`src/rtl/nfps_pkg.sv`:
```
// Package for the nearest four point selector.
// Shared sizes, register indexes and the control/status bundles.
// No dependencies.
package nfps_pkg;

    // number of kept entries and derived widths
    localparam int KEEP_COUNT = 4;
    localparam int SLOT_W     = (KEEP_COUNT > 1) ? $clog2(KEEP_COUNT) : 1;
    localparam int CNT_W      = $clog2(KEEP_COUNT + 1);

    // field widths
    localparam int COORD_W = 20;
    localparam int DIFF_W  = COORD_W + 1;
    localparam int INDEX_W = 16;
    localparam int DIST_W  = 42;
    localparam int CFG_IDX_W = 2;

    // configuration register indexes
    localparam logic [CFG_IDX_W-1:0] CFG_QUERY_X = 2'd0;
    localparam logic [CFG_IDX_W-1:0] CFG_QUERY_Y = 2'd1;
    localparam logic [CFG_IDX_W-1:0] CFG_QUERY_Z = 2'd2;

    // commands from controller to datapath
    typedef struct packed {
        logic load;       // capture the request
        logic diff;       // absolute axis differences
        logic square;     // axis squares
        logic sum;        // total distance, start farthest search
        logic scan;       // one step of the farthest search
        logic update;     // fill or replace a slot
        logic emit;       // present one kept entry
    } nfps_cmd_t;

    // status from datapath to controller
    typedef struct packed {
        logic full;       // every slot holds an entry
        logic scan_done;  // farthest search on its final step
        logic last;       // request carried last_light
        logic emit_final; // entry being presented is the final one
    } nfps_stat_t;

endpackage

```
`src/rtl/nfps_ctrl.sv`:
```
// Controller state machine for the nearest four point selector.
// Sequences one request through the datapath and the emission of kept entries.
// Depends on nfps_pkg.
module nfps_ctrl
    import nfps_pkg::*;
(
    input  logic       clk,
    input  logic       rst_n,
    input  logic       start,
    output logic       busy,
    input  nfps_stat_t stat,
    output nfps_cmd_t  cmd
);

    localparam logic [2:0] S_IDLE = 3'd0;
    localparam logic [2:0] S_DIFF = 3'd1;
    localparam logic [2:0] S_SQR  = 3'd2;
    localparam logic [2:0] S_SUM  = 3'd3;
    localparam logic [2:0] S_FAR  = 3'd4;
    localparam logic [2:0] S_UPD  = 3'd5;
    localparam logic [2:0] S_EMIT = 3'd6;

    logic [2:0] state_reg;
    logic [2:0] state_next;

    // next state and commands
    always_comb
    begin
        state_next = state_reg;
        cmd        = '0;
        case (state_reg)
            S_IDLE:
            begin
                if (start)
                begin
                    cmd.load   = 1'b1;
                    state_next = S_DIFF;
                end
            end
            S_DIFF:
            begin
                cmd.diff   = 1'b1;
                state_next = S_SQR;
            end
            S_SQR:
            begin
                cmd.square = 1'b1;
                state_next = S_SUM;
            end
            S_SUM:
            begin
                cmd.sum = 1'b1;
                if (stat.full && (KEEP_COUNT > 1))
                    state_next = S_FAR;
                else
                    state_next = S_UPD;
            end
            S_FAR:
            begin
                cmd.scan = 1'b1;
                if (stat.scan_done)
                    state_next = S_UPD;
            end
            S_UPD:
            begin
                cmd.update = 1'b1;
                state_next = stat.last ? S_EMIT : S_IDLE;
            end
            S_EMIT:
            begin
                cmd.emit = 1'b1;
                if (stat.emit_final)
                    state_next = S_IDLE;
            end
            default:
            begin
                state_next = S_IDLE;
            end
        endcase
    end

    always_ff @(posedge clk or negedge rst_n)
    begin
        if (!rst_n)
            state_reg <= S_IDLE;
        else
            state_reg <= state_next;
    end

    assign busy = (state_reg != S_IDLE);

endmodule

```
`src/rtl/nfps_dpath.sv`:
```
// Datapath for the nearest four point selector: query registers, distance
// arithmetic, kept slots, farthest search and result registers.
// Depends on nfps_pkg.
module nfps_dpath
    import nfps_pkg::*;
(
    input  logic                      clk,
    input  logic                      rst_n,
    input  nfps_cmd_t                 cmd,
    output nfps_stat_t                stat,
    // request payload
    input  logic [INDEX_W-1:0]        light_index,
    input  logic signed [COORD_W-1:0] light_x,
    input  logic signed [COORD_W-1:0] light_y,
    input  logic signed [COORD_W-1:0] light_z,
    input  logic                      last_light,
    // configuration write
    input  logic                      cfg_we,
    input  logic [CFG_IDX_W-1:0]      cfg_index,
    input  logic signed [COORD_W-1:0] cfg_data,
    // results
    output logic                      result_valid,
    output logic [1:0]                result_slot,
    output logic [INDEX_W-1:0]        nearest_index,
    output logic [DIST_W-1:0]         distance_sq,
    output logic                      last_result
);

    // query point
    logic signed [COORD_W-1:0] qx_reg, qy_reg, qz_reg;

    // captured request
    logic [INDEX_W-1:0]        idx_reg;
    logic signed [COORD_W-1:0] lx_reg, ly_reg, lz_reg;
    logic                      last_reg;

    // arithmetic stages
    logic [DIFF_W-1:0]  adx_reg, ady_reg, adz_reg;
    logic [DIFF_W-1:0]  adx_next, ady_next, adz_next;
    logic [DIST_W-1:0]  sqx_reg, sqy_reg, sqz_reg;
    logic [DIST_W-1:0]  sqx_next, sqy_next, sqz_next;
    logic [DIST_W-1:0]  dist_reg;

    // kept slots
    logic [DIST_W-1:0]  kept_dist_reg [KEEP_COUNT];
    logic [INDEX_W-1:0] kept_idx_reg  [KEEP_COUNT];
    logic [CNT_W-1:0]   count_reg;

    // farthest search and emission pointers
    logic [SLOT_W-1:0]  far_reg;
    logic [DIST_W-1:0]  far_dist_reg;
    logic [SLOT_W-1:0]  scan_reg;
    logic [SLOT_W-1:0]  emit_reg;
    logic [SLOT_W-1:0]  rd_addr;
    logic [DIST_W-1:0]  rd_dist;
    logic [INDEX_W-1:0] rd_idx;
    logic               full;
    logic               emit_final;

    // output registers
    logic               out_valid_reg;
    logic [1:0]         out_slot_reg;
    logic [INDEX_W-1:0] out_idx_reg;
    logic [DIST_W-1:0]  out_dist_reg;
    logic               out_last_reg;

    // absolute differences, one 21-bit subtract per axis
    function automatic logic [DIFF_W-1:0] abs_diff(
        input logic signed [COORD_W-1:0] a,
        input logic signed [COORD_W-1:0] b
    );
        logic signed [DIFF_W-1:0] d;
        d = $signed({a[COORD_W-1], a}) - $signed({b[COORD_W-1], b});
        abs_diff = d[DIFF_W-1] ? DIFF_W'(-d) : DIFF_W'(d);
    endfunction

    assign adx_next = abs_diff(lx_reg, qx_reg);
    assign ady_next = abs_diff(ly_reg, qy_reg);
    assign adz_next = abs_diff(lz_reg, qz_reg);

    // one 21x21 multiplier per axis, operands zero-extended to the result width
    assign sqx_next = DIST_W'(adx_reg) * DIST_W'(adx_reg);
    assign sqy_next = DIST_W'(ady_reg) * DIST_W'(ady_reg);
    assign sqz_next = DIST_W'(adz_reg) * DIST_W'(adz_reg);

    // read of the slots shared by the farthest search and the emission
    assign rd_addr    = cmd.emit ? emit_reg : scan_reg;
    assign rd_dist    = kept_dist_reg[rd_addr];
    assign rd_idx     = kept_idx_reg[rd_addr];

    assign full       = (count_reg == CNT_W'(KEEP_COUNT));
    assign emit_final = ((CNT_W'(emit_reg) + CNT_W'(1)) == count_reg);

    assign stat.full       = full;
    assign stat.scan_done  = (scan_reg == SLOT_W'(KEEP_COUNT - 1));
    assign stat.last       = last_reg;
    assign stat.emit_final = emit_final;

    // configuration writes; unknown indexes are dropped
    always_ff @(posedge clk or negedge rst_n)
    begin
        if (!rst_n)
        begin
            qx_reg <= '0;
            qy_reg <= '0;
            qz_reg <= '0;
        end
        else if (cfg_we)
        begin
            case (cfg_index)
                CFG_QUERY_X: qx_reg <= cfg_data;
                CFG_QUERY_Y: qy_reg <= cfg_data;
                CFG_QUERY_Z: qz_reg <= cfg_data;
                default: ;
            endcase
        end
    end

    // request capture and arithmetic pipeline registers
    always_ff @(posedge clk)
    begin
        if (cmd.load)
        begin
            idx_reg  <= light_index;
            lx_reg   <= light_x;
            ly_reg   <= light_y;
            lz_reg   <= light_z;
            last_reg <= last_light;
        end
        if (cmd.diff)
        begin
            adx_reg <= adx_next;
            ady_reg <= ady_next;
            adz_reg <= adz_next;
        end
        if (cmd.square)
        begin
            sqx_reg <= sqx_next;
            sqy_reg <= sqy_next;
            sqz_reg <= sqz_next;
        end
        if (cmd.sum)
            dist_reg <= sqx_reg + sqy_reg + sqz_reg;
    end

    // farthest search: lowest slot wins ties, one slot per cycle
    always_ff @(posedge clk)
    begin
        if (cmd.sum)
        begin
            far_reg      <= '0;
            far_dist_reg <= kept_dist_reg[0];
            scan_reg     <= SLOT_W'(1);
        end
        else if (cmd.scan)
        begin
            if (rd_dist > far_dist_reg)
            begin
                far_reg      <= scan_reg;
                far_dist_reg <= rd_dist;
            end
            scan_reg <= scan_reg + SLOT_W'(1);
        end
    end

    // slot contents: fill in arrival order, then replace farthest if strictly nearer
    always_ff @(posedge clk)
    begin
        if (cmd.update)
        begin
            if (!full)
            begin
                kept_dist_reg[count_reg[SLOT_W-1:0]] <= dist_reg;
                kept_idx_reg[count_reg[SLOT_W-1:0]]  <= idx_reg;
            end
            else if (dist_reg < far_dist_reg)
            begin
                kept_dist_reg[far_reg] <= dist_reg;
                kept_idx_reg[far_reg]  <= idx_reg;
            end
        end
    end

    // fill count and emission pointer
    always_ff @(posedge clk or negedge rst_n)
    begin
        if (!rst_n)
        begin
            count_reg <= '0;
            emit_reg  <= '0;
        end
        else if (cmd.update && !full)
        begin
            count_reg <= count_reg + CNT_W'(1);
        end
        else if (cmd.emit)
        begin
            if (emit_final)
            begin
                count_reg <= '0;
                emit_reg  <= '0;
            end
            else
            begin
                emit_reg <= emit_reg + SLOT_W'(1);
            end
        end
    end

    // result strobe
    always_ff @(posedge clk or negedge rst_n)
    begin
        if (!rst_n)
            out_valid_reg <= 1'b0;
        else
            out_valid_reg <= cmd.emit;
    end

    // result payload
    always_ff @(posedge clk)
    begin
        if (cmd.emit)
        begin
            out_slot_reg <= 2'(emit_reg);
            out_idx_reg  <= rd_idx;
            out_dist_reg <= rd_dist;
            out_last_reg <= emit_final;
        end
    end

    assign result_valid  = out_valid_reg;
    assign result_slot   = out_slot_reg;
    assign nearest_index = out_idx_reg;
    assign distance_sq   = out_dist_reg;
    assign last_result   = out_last_reg;

    // fill count stays within the slot count
    a_count_range: assert property (@(posedge clk) disable iff (!rst_n)
        count_reg <= CNT_W'(KEEP_COUNT))
        else $error("fill count beyond slot count");

    // final result of a set leaves the count cleared
    a_clear_after_last: assert property (@(posedge clk) disable iff (!rst_n)
        (out_valid_reg && out_last_reg) |-> (count_reg == '0))
        else $error("count not cleared after final result");

    // results of one set come back to back in slot order
    a_slot_order: assert property (@(posedge clk) disable iff (!rst_n)
        (out_valid_reg && !out_last_reg) |=>
            (out_valid_reg && (out_slot_reg == $past(out_slot_reg) + 2'd1)))
        else $error("emission out of slot order");

    // no fill or replace while results are being presented
    a_no_update_in_emit: assert property (@(posedge clk) disable iff (!rst_n)
        !(cmd.emit && cmd.update))
        else $error("slot update during emission");

endmodule

```
`src/rtl/nearest_four_point_select_core.sv`:
```
// Nearest four point selector, top level.
// Joins nfps_ctrl and nfps_dpath; depends on nfps_pkg.
//
// Usage:
//   Requests: drive light_index, light_x/y/z and last_light with start high;
//   the request is taken at an edge where start is high and busy is low.
//   Squared distance to the query point is formed through the difference,
//   square and sum registers in turn, then the kept slots are updated.
//   While all slots are full a farthest search walks the slots one per
//   cycle before the update. busy stays high from the taken request
//   through the update; with start held, the next request is taken only
//   after busy has dropped again.
//   Results: on a request with last_light set, each kept entry is presented
//   in slot order, one per cycle, with result_valid high for one cycle;
//   last_result marks the final one. Each result is registered before its
//   strobe, and busy stays high until the final kept entry has been
//   emitted. The receiver cannot stall: every strobed result is taken.
//   Configuration: cfg_valid/cfg_ready write query_x/y/z (index 0..2);
//   cfg_ready is always high, other indexes are ignored. Write only while idle.
//   Reset: clears the query point to zero and empties the slots.
module nearest_four_point_select_core
    import nfps_pkg::*;
(
    input  logic                      clk,
    input  logic                      rst_n,
    // request channel
    input  logic                      start,
    output logic                      busy,
    input  logic [INDEX_W-1:0]        light_index,
    input  logic signed [COORD_W-1:0] light_x,
    input  logic signed [COORD_W-1:0] light_y,
    input  logic signed [COORD_W-1:0] light_z,
    input  logic                      last_light,
    // configuration channel
    input  logic                      cfg_valid,
    output logic                      cfg_ready,
    input  logic [CFG_IDX_W-1:0]      cfg_index,
    input  logic signed [COORD_W-1:0] cfg_data,
    // result channel
    output logic                      result_valid,
    output logic [1:0]                result_slot,
    output logic [INDEX_W-1:0]        nearest_index,
    output logic [DIST_W-1:0]         distance_sq,
    output logic                      last_result
);

    nfps_cmd_t  cmd;
    nfps_stat_t stat;

    assign cfg_ready = 1'b1;

    nfps_ctrl u_ctrl (
        .clk   (clk),
        .rst_n (rst_n),
        .start (start),
        .busy  (busy),
        .stat  (stat),
        .cmd   (cmd)
    );

    nfps_dpath u_dpath (
        .clk           (clk),
        .rst_n         (rst_n),
        .cmd           (cmd),
        .stat          (stat),
        .light_index   (light_index),
        .light_x       (light_x),
        .light_y       (light_y),
        .light_z       (light_z),
        .last_light    (last_light),
        .cfg_we        (cfg_valid && cfg_ready),
        .cfg_index     (cfg_index),
        .cfg_data      (cfg_data),
        .result_valid  (result_valid),
        .result_slot   (result_slot),
        .nearest_index (nearest_index),
        .distance_sq   (distance_sq),
        .last_result   (last_result)
    );

endmodule
```
`config.mk`:
```
export PLATFORM = sky130hd
export DESIGN_NAME = nearest_four_point_select_core
export DESIGN_NICKNAME = d
export VERILOG_FILES = /design/src/rtl/nfps_pkg.sv /design/src/rtl/nfps_ctrl.sv /design/src/rtl/nfps_dpath.sv /design/src/rtl/nearest_four_point_select_core.sv
export SDC_FILE = /design/constraint.sdc
export NUM_CORES = 2
export LEC_CHECK = 0
export BUFFER_PORTS_ARGS = -buffer_cell sky130_fd_sc_hd__buf_4
export CAP_MARGIN = 20
export CORE_MARGIN = 5
export CORE_UTILIZATION = 62
export DETAILED_ROUTE_END_ITERATION = 16
export MAX_ROUTING_LAYER = met4
export PLACE_DENSITY = 0.91
export SYNTH_ARGS = -nofsm -noshare
export SYNTH_HDL_FRONTEND = slang
export SYNTH_SLANG_ARGS = --single-unit
```
`constraint.sdc`:
```
create_clock -name clk -period 10.71 [get_ports clk]
set_input_delay 0.5355 -clock clk [delete_from_list [all_inputs] [get_ports clk]]
set_output_delay 0.5355 -clock clk [all_outputs]
set_load 0.03 [all_outputs]
```
==> tab_implementation.tex <==
\begin{tabular}{lr}
\hline
Metric & Value \\
\hline
\multicolumn{2}{l}{\textbf{Outcome}} \\
Status & finished clean \\
\multicolumn{2}{l}{\textbf{Clocking}} \\
Clk Latency, worst-skew pair & 0.66 ns \\
Clock tree from TritonCTS & built \\
Inserted Clock Buffers & 72 \\
Clk slew on worst S/H paths & 0.06 ns \\
Clock sink count & 713 \\
H-Tree Level Count & 3 \\
Number of buffers on the longest clock path & 3 \\
Resized cells post-CTS & 0 \\
Clock root buffer & sky130\_fd\_sc\_hd\_\_clkbuf\_16 \\
\multicolumn{2}{l}{\textbf{Worst setup path}} \\
Top fanout value on the critical path & 19 \\
Crit path to & u\_dpath.sqz\_reg[41] \\
CP most frequent cell & sky130\_fd\_sc\_hd\_\_fa\_1 \\
Data arrival, critical path & 8.53 ns \\
Critical-path cell with the highest stage delay & sky130\_fd\_sc\_hd\_\_edfxtp\_1 \\
Worst R2R Start & u\_dpath.adz\_reg[6] \\
Number of gates on the worst path with buffers counted & 25 \\
Setup slack of the worst register-to-register path & 2.57 ns \\
Worst setup path category & reg -> reg \\
Required time at the worst-slack endpoint & 11.09 ns \\
Max stage delay on crit path & 0.84 ns \\
Path depth of the worst reg2reg path & 25 \\
Crit. Startpoint & u\_dpath.adz\_reg[6] \\
Type of element capturing the critical path & flop \\
Nature of the critical path startpoint & flop \\
Top cell family by delay on the critical path & adder cells \\
Crit path buffers/inverters & 5 \\
Destination of the worst register-to-register timing path & u\_dpath.sqz\_reg[41] \\
\multicolumn{2}{l}{\textbf{Timing}} \\
Setup TNS & 0 ns \\
Period Utilization, post-route & 0.760 \\
Setup-failing EPs final & 0 \\
Relative slew slack & 0.181 \\
Final critical path time including I/O delays and setup & 8.14 ns \\
Pin slew with the least headroom to its limit & 1.23 ns \\
Highest Clock Rate & 123 MHz \\
Max Clock Skew & 0.0270 ns \\
Final hold vios & 0 \\
RSZ-0062 raised after global routing & false \\
Hold slack & 0.0564 ns \\
Pins Over Slew Limit & 0 \\
\multicolumn{2}{l}{\textbf{Yosys}} \\
Per-instance average area after synthesis & 10.6 µm² \\
Post-Syn Area & 0.0704 mm² \\
Share of synthesized flip-flops with an asynchronous set or reset & 0.0968 \\
Cell variety after synth & 89 \\
Sequential share of the synthesized area & 0.299 \\
\#FFs+latches synth & 713 \\
Top\_reg\_cell synth & sky130\_fd\_sc\_hd\_\_edfxtp\_1 \\
Synthesized netlist cell count & 6614 \\
EDFF count, synth & 640 \\
Number of warnings issued by yosys & 0 \\
\multicolumn{2}{l}{\textbf{Cells and area}} \\
Fraction of layout instances using a drive strength above 1 & 0.0631 \\
Flip-flop count of the largest register, all copies and words added & 168 \\
Area growth from synthesis to final layout & 7.36\% \\
Final net count & 8412 \\
\multicolumn{2}{l}{\textbf{Global routing}} \\
Maximum number of pins on one net before global-route repair & 99 \\
Gr usage total & 0.291 \\
Total gr overflow & 0 \\
Global-route wire length before repair & 272000 µm \\
Number of global-route vias before repair & 52600 \\
Number of antenna violations at the first check in global routing & 3 \\
\multicolumn{2}{l}{\textbf{Die}} \\
Horizontal die dimension & 347 µm \\
Count of standard-cell rows & 123 \\
Initial cell density of the core & 0.625 \\
Number of I/O pins & 167 \\
Y dimension of the die & 347 µm \\
Die area & 0.120 mm² \\
Core outline area & 0.113 mm² \\
\multicolumn{2}{l}{\textbf{Run}} \\
Number of maximum-capacitance constraint violations & 0 \\
\multicolumn{2}{l}{\textbf{Route}} \\
Initial DRT Pass Iterations & 8 \\
Routed wire per std cell & 20.4 µm \\
Sum of routed wire length over all layers & 168000 µm \\
Number of vias per cell after detailed routing & 5.87 \\
Iteration-0 DRC count of the detailed router & 4129 \\
Final routed DRC violation total & 0 \\
Number of vias in the routed layout & 48400 \\
DRT antenna net count & 0 \\
\multicolumn{2}{l}{\textbf{Min path}} \\
Hold Path Class & in -> reg \\
\multicolumn{2}{l}{\textbf{Placement}} \\
Placed wire-length estimate & 128000 µm \\
Weighted congestion at the end of routability-driven global placement & 0.963 \\
\# port buffers & 165 \\
\hline
\end{tabular}
## layout by cell type (no fill, tap or decap), drive strengths merged, types with 28 or more instances in the layout
cell	n
o21bai	33
xor2	86
o21a	39
clkbuf	90
ha	646
clkinv	29
o21ai	131
a21oi	226
nand2	725
a31oi	77
inv	1358
nor2b	47
nor3	42
nand2b	41
and2	322
nand4	28
xnor2	190
a211oi	82
fa	974
buf	206
dfrtp	69
mux2	46
nand3	44
a21o	138
edfxtp	640
nor2	185
## how the worst min path moves through the flow
stage,startpoint,to,slack [ns],depth (start not counted)
2_1_floorplan,rst_n,u_ctrl.state_reg[0],0.24,0
3_3_place_gp,u_dpath.idx_reg[5],u_dpath.kept_idx_reg[0][5],0.46,0
3_5_place_dp,rst_n,u_ctrl.state_reg[1],0.48,1
4_1_cts,light_z[9],u_dpath.lz_reg[9],0.03,1
5_1_grt,light_x[15],u_dpath.lx_reg[15],0.03,1
6_report,light_x[3],u_dpath.lx_reg[3],0.06,1
## metal layers
| layer | part of all wire | vias to the layer above | track usage | wire length, µm |
|---|---|---|---|---|
| met5 | 0 | - | - | 0 |
| met2 | 0.50 | 2518 | 0.489 | 84000 |
| met3 | 0.084 | 625 | 0.0459 | 14100 |
| met4 | 0.057 | 0 | 0.138 | 9660 |
| met1 | 0.36 | 23800 | 0.347 | 60500 |
| li1 | - | 21400 | - | - |
## synth_stat cells (all sizes together), types with 28 or more instances
cell / n / area (µm²)
o21a: 39 / 293
o21bai: 33 / 248
a31oi: 77 / 482
a211oi: 82 / 616
edfxtp: 640 / 19200
nand2: 725 / 2720
dfrtp: 69 / 1730
nand2b: 41 / 257
nor2: 185 / 697
xor2: 86 / 753
and2: 322 / 2020
nand3: 44 / 220
nand4: 28 / 175
inv: 1354 / 5080
o21ai: 131 / 656
ha: 646 / 8080
nor3: 42 / 210
a21oi: 226 / 1130
fa: 974 / 19500
xnor2: 190 / 1660
nor2b: 47 / 294
mux2: 46 / 518
a21o: 138 / 1040
clkbuf: 197 / 739
## metrics by stage
step	instance area, µm²	std cells	setup WS, ns	utilization
3_3_place_gp	73100	8113	2.91	0.649
6_report	75600	8248	2.57	0.671
2_1_floorplan	70400	6616	3.32	-
5_1_grt	75600	8247	2.10	0.671
4_1_cts	75500	8245	2.68	0.671
3_5_place_dp	73100	8113	2.68	0.649
## repair_timing
action / in CTS / in global routing
endpoints found under the hold margin: 9 / 0
setup buffers: 0 / 0
hold buffers: 1 / 0
## logic make-up (layout without fill, tap and decap cells)
group                      count (synthesis)  count (layout)  share of synthesized area
adders and majority gates               1620            1620                      0.392
buffers and inverters                   1564            1694                     0.0836
and+or+nand+nor                         1531            1531                      0.104
AOI/OAI and AO/OA                        854             854                     0.0793
DFF                                      713             713                      0.299
xor gates and xnor gates                 276             276                     0.0343
muxes                                     54              54                    0.00850
other                                      2               6                   0.000107
## cell type report
| class | instances | area [µm²] |
|---|---|---|
| timing repair buffer | 207 | 1560 |
| inverter | 1356 | 5090 |
| tap | 1500 | 1880 |
| fill | 7679 | 37100 |
| multi-input combinational | 4339 | 43600 |
| clock buffer | 90 | 1970 |
| clock inverter | 41 | 485 |
| sequential | 713 | 21000 |
| antenna | 2 | 5.00 |
Power is not shown: default switching activity piles up to over one toggle a cycle in this logic, so the estimate is an artifact.
